## config.mk

```make
export PLATFORM = sky130hd
export DESIGN_NAME = rptsp_ctrl
export DESIGN_NICKNAME = d
export VERILOG_FILES = /design/src/hw/rtl/rptsp_pkg.sv /design/src/hw/rtl/rptsp_ctrl.sv
export SDC_FILE = /design/constraint.sdc
export NUM_CORES = 1
export LEC_CHECK = 0
export BUFFER_PORTS_ARGS = -buffer_cell sky130_fd_sc_hd__buf_2
export CAP_MARGIN = 20
export CORE_AREA = 10 10 47 49
export DETAILED_ROUTE_END_ITERATION = 8
export DIE_AREA = 0 0 57 59
export GPL_TIMING_DRIVEN = 0
export PLACE_DENSITY_LB_ADDON = 0.25
export SLEW_MARGIN = 20
export SYNTH_ARGS = -nofsm -noshare
export SYNTH_HDL_FRONTEND = slang
export SYNTH_SLANG_ARGS = --single-unit
```

## constraint.sdc

```tcl
create_clock -name clk -period 1.31 [get_ports clk]
set_clock_uncertainty 0.1 [all_clocks]
set_input_delay 0.131 -clock clk [delete_from_list [all_inputs] [get_ports clk]]
set_output_delay 0.131 -clock clk [all_outputs]
set_load 0.01 [all_outputs]
```

## src/hw/rtl/rptsp_pkg.sv

```systemverilog
// Package for the stride prefetcher: widths, register indexes, controller states,
// and the command and status structs between the controller and the datapath.
// No dependencies.
`timescale 1ns / 1ps
package rptsp_pkg;

  localparam int TABLE_ENTRIES_DEF = 256;

  localparam int ADDR_W  = 32;
  localparam int BLOCK_W = 13;
  localparam int REQS_W  = 5;
  localparam int REM_W   = 4;
  localparam int CFG_W   = 32;
  localparam int CFG_IDX_W = 2;

  localparam logic [CFG_IDX_W-1:0] REG_BLOCK_SIZE       = 2'd0;
  localparam logic [CFG_IDX_W-1:0] REG_STRIDE_THRESHOLD = 2'd1;
  localparam logic [CFG_IDX_W-1:0] REG_REQS_PER_MISS    = 2'd2;

  localparam logic [BLOCK_W-1:0] BLOCK_SIZE_RST = 13'd64;
  localparam logic [REQS_W-1:0]  REQS_RST       = 5'd4;

  typedef enum logic [2:0] {
    ST_CLEAR,
    ST_IDLE,
    ST_REM,
    ST_READ,
    ST_CALC,
    ST_UPD,
    ST_OUT
  } ctl_state_t;

  typedef struct packed {
    logic clr;
    logic load;
    logic rem_step;
    logic rd;
    logic calc;
    logic upd;
    logic cap;
  } dp_cmd_t;

  typedef struct packed {
    logic miss_go;
    logic comp_go;
    logic rem_done;
    logic clr_last;
  } dp_stat_t;

  // requests left after the first one: clamp to 1..16, minus one
  function automatic logic [REM_W-1:0] init_remaining(input logic [REQS_W-1:0] reqs);
    logic [REM_W-1:0] r;
    if (reqs == '0) begin
      r = '0;
    end else if (reqs > 5'd16) begin
      r = 4'hf;
    end else begin
      r = REM_W'(reqs - 5'd1);
    end
    return r;
  endfunction

endpackage

```

## src/hw/rtl/rptsp_ctrl.sv

```systemverilog
// Controller state machine: clearing pass, request intake, table lookup
// sequence and result handoff. Depends on rptsp_pkg.
`timescale 1ns / 1ps
module rptsp_ctrl import rptsp_pkg::*; (
  input  logic     clk,
  input  logic     rst,
  input  logic     req_valid,
  output logic     req_ready,
  output logic     rsp_valid,
  input  logic     rsp_ready,
  input  dp_stat_t stat,
  output dp_cmd_t  cmd
);
  ctl_state_t state;
  ctl_state_t state_next;
  logic       rsp_full;

  always_ff @(posedge clk) begin
    if (rst) begin
      state <= ST_CLEAR;
    end else begin
      state <= state_next;
    end
  end

  // result register occupancy
  always_ff @(posedge clk) begin
    if (rst) begin
      rsp_full <= 1'b0;
    end else if (cmd.cap) begin
      rsp_full <= 1'b1;
    end else if (rsp_ready) begin
      rsp_full <= 1'b0;
    end
  end

  assign rsp_valid = rsp_full;

  always_comb begin
    state_next = state;
    case (state)
      ST_CLEAR: if (stat.clr_last) state_next = ST_IDLE;
      ST_IDLE: begin
        if (req_valid) begin
          if (stat.miss_go) begin
            state_next = ST_REM;
          end else if (stat.comp_go) begin
            state_next = ST_READ;
          end else begin
            state_next = ST_OUT;
          end
        end
      end
      ST_REM:  if (stat.rem_done) state_next = ST_READ;
      ST_READ: state_next = ST_CALC;
      ST_CALC: state_next = ST_UPD;
      ST_UPD:  state_next = ST_OUT;
      ST_OUT:  if (!rsp_full || rsp_ready) state_next = ST_IDLE;
      default: state_next = ST_CLEAR;
    endcase
  end

  always_comb begin
    cmd       = '0;
    req_ready = 1'b0;
    case (state)
      ST_CLEAR: cmd.clr = 1'b1;
      ST_IDLE: begin
        req_ready = 1'b1;
        cmd.load  = req_valid;
      end
      ST_REM: begin
        cmd.rem_step = 1'b1;
        cmd.rd       = stat.rem_done;
      end
      // completions read the trigger slot here; a miss rereads its own slot
      ST_READ: cmd.rd = 1'b1;
      ST_CALC: cmd.calc = 1'b1;
      ST_UPD:  cmd.upd = 1'b1;
      ST_OUT:  cmd.cap = !rsp_full || rsp_ready;
      default: ;
    endcase
  end
endmodule

```

==> flow_summary_export.csv <==
group,metric,value,unit
pwr,vdd_drop_max,0.000437,V
global_routing,grt.total_usage,0.0553,
critical_path,crit_path_end_kind,"output pin",
yosys,syn-num-nets,45,
clock_network,clock_path_buffers,2,
job,max-cap-violations,0,
critical_path,critPathRequiredTime,1.08,ns
clock_network,cts_buffers,3,
hold_path,min_to,"state[1]$_SDFFE_PP0P_",
drt,firstDrtPassIters,1,
hold_path,min_path_type,"input pin to flip-flop",
critical_path,rr_startpoint,"state[1]$_SDFFE_PP0P_",
yosys,synth_top_family_by_area,"simple AND/OR/NAND/NOR gates",
floorplan,die_w,57,um
yosys,synth.mux.area_fraction,0,
sta,fmax,738,MHz
sta,holdWs,0.0198,ns
yosys,synth-xor-area-share,0,
yosys,avgSynthCellArea,8.59,um2
critical_path,crit_path_max_fanout,7,
yosys,ys_seq_elements,4,
sta,tightest_slew,0.251,ns
critical_path,critical_path.cell_chain,"buf_6 > nor3b_4 > and2_1 > buf_2",
critical_path,rrSetupSlack,-0.04,ns
floorplan,num_rows,14,
global_routing,grt_pass1_vias,346,
finish,num-nets-final,70,
yosys,yosysSeqAreaShare,0.252,
floorplan,die_y,59,um
yosys,synth_adder_area_share,0,
drt,routed_via_density,4.68,
pwr,cellLeakagePower,0.257,nW
sta,fin_setup_tns,-0.122,ns
critical_path,critPathSlowestCell,"dfxtp_2",
critical_path,r2r-end,"state[2]$_SDFFE_PP0P_",
floorplan,start_util,0.227,
yosys,ys_types,21,
drt,drtIter0Drc,0,
critical_path,arrival,1.12,ns
hold_path,hold_depth,2,
yosys,synth_compound_area_frac,0.299,
finish,layout-drive-gt1-share,0.633,
status,status,"finished, violations left",
critical_path,critPathLaunch,"state[1]$_SDFFE_PP0P_",
critical_path,rr_worst_depth,5,
global_routing,grt_pass1_wl,1.48,mm
clock_network,cts_hold_buf,0,
place,io_buffer_count,16,
yosys,synth_area,318,um2
clock_network,cts_tree,"done",
pwr,p_total,0.000512,W
status,violations,"negative setup slack",
sta,hold_viol,0,
clock_network,clk_latency,0.24,ns
floorplan,io_pins,17,
sta,period_minus_slack,1.35,ns
critical_path,cp_slowest_stage_delay,0.31,ns
floorplan,die-area,0.00336,mm2
global_routing,antenna_found_initial,0,
yosys,synth-simple-area-share,0.346,
hold_path,holdCritStartpoint,"rst",
yosys,synth_warnings,0,
sta,timing.final.ws_setup,-0.0446,ns
clock_network,clk_pin_slew_worst_paths,0.04,ns
finish,diodes,0,
drt,wl_per_cell,11.8,um
floorplan,core_area,0.00140,mm2
clock_network,root_buffer,"clkbuf_4",
global_routing,grt_max_degree,11,
finish,mostFrequentLayoutCell,"buf_2",
sta,finalSetupViolations,5,
sta,relSlewSlack,0.831,
critical_path,path_class,"flip-flop to output pin",
clock_network,clock_sinks,4,
drt,wirelength,899,um
place,dp.cells,69,
drt,drc,0,
clock_network,htreeDepth,1,
finish,instances_no_fill,76,
sta,rsz0062_at_grt,"yes",
finish,syn_to_final_growth,59.1,%
global_routing,overflow,0,
finish,layout_common_cells,"buf_2, buf_4",
sta,period_share,1.03,
yosys,synthCells,37,
sta,drv_slew,0,
pwr,power.density,1010,mW/mm2
drt,num_vias,356,
place,gp_congestion,0.759,
critical_path,critPathLaunchType,"flip-flop",
drt,antenna_left,0,
-- worst max-delay path, delay by kind of cell (launching register included) --
family	cells	cell delay (ns)
buffers and inverters	2	0.25
and+or+nand+nor	2	0.33
DFF	1	0.31
-- worst max-delay path by stage --
stage | to | slack, ns | cells past startpoint
after floorplan | cmd[5] | 0.16 | 3
after global routing | cmd[5] | -0.12 | 4
after global placement | cmd[5] | 0.15 | 4
after CTS | cmd[5] | -0.07 | 4
final | cmd[5] | -0.04 | 4
after detailed placement | cmd[2] | 0.12 | 3
-- synth_stat cells (all sizes together) --
library cell / instances / share of area
o21ai: 1 / 0.016
nor3: 3 / 0.047
dfxtp: 4 / 0.25
nor2: 2 / 0.024
and2: 1 / 0.020
nor3b: 2 / 0.063
o22ai: 1 / 0.039
nor2b: 3 / 0.059
inv: 3 / 0.035
a211o: 1 / 0.028
buf: 3 / 0.067
nand2: 2 / 0.024
and3: 2 / 0.039
a32o: 1 / 0.035
nand2b: 2 / 0.071
o41ai: 2 / 0.10
o211ai: 2 / 0.047
a21oi: 2 / 0.031
-- registers in the layout, indices dropped and copies added (netlist names) --
name	count
rsp_valid	1
state	3
-- what timing repair did --
action / CTS / global route
endpoints found under the setup margin: 6 / 7
pin swaps: 2 / 2
resized for setup: 5 / 6
setup buffers: 3 / 1
-- logic make-up after synthesis --
kind of cell,Yosys count
AO/OA/AOI/OAI,10
buffers and inverters,6
flip-flops,4
AND/OR/NAND/NOR,17
-- through the flow --
stage | cell area, um2 | utilization | setup WS (ns)
2_1_floorplan | 318 | - | 0.163
6_report | 505 | 0.361 | -0.0446
5_1_grt | 505 | 0.361 | -0.121
3_3_place_gp | 418 | 0.298 | 0.147
4_1_cts | 480 | 0.343 | -0.0656
3_5_place_dp | 418 | 0.298 | 0.124
-- routing by layer --
layer | wire length, um | GRT usage | vias up
li1 | - | - | 181
met1 | 354 | 0.0509 | 160
met2 | 466 | 0.0930 | 13
met3 | 67 | 0.0343 | 2
met4 | 10 | 0.0302 | 0
met5 | 0 | 0 | -
-- area by class of cell --
class / instances / area (um2)
fillers: 160 / 896
multi-input cells: 27 / 224
repair buffers: 20 / 110
flip-flops and latches: 4 / 83.8
plain buffers: 3 / 33.8
clock buffers: 3 / 22.5
well taps: 16 / 20.0
inverters: 3 / 11.3
-- where the power goes --
| part | total [W] | internal (W) | leakage [nW] | switching (W) |
|---|---|---|---|---|
| clock | 0.000153 | 0.000102 | 0.0138 | 0.0000506 |
| combinational | 0.000209 | 0.000113 | 0.210 | 0.0000962 |
| sequential | 0.000150 | 0.000137 | 0.0338 | 0.0000132 |
| total | 0.000512 | 0.000352 | 0.257 | 0.000160 |
No activity file was read; power rests on OpenSTA's default activity.
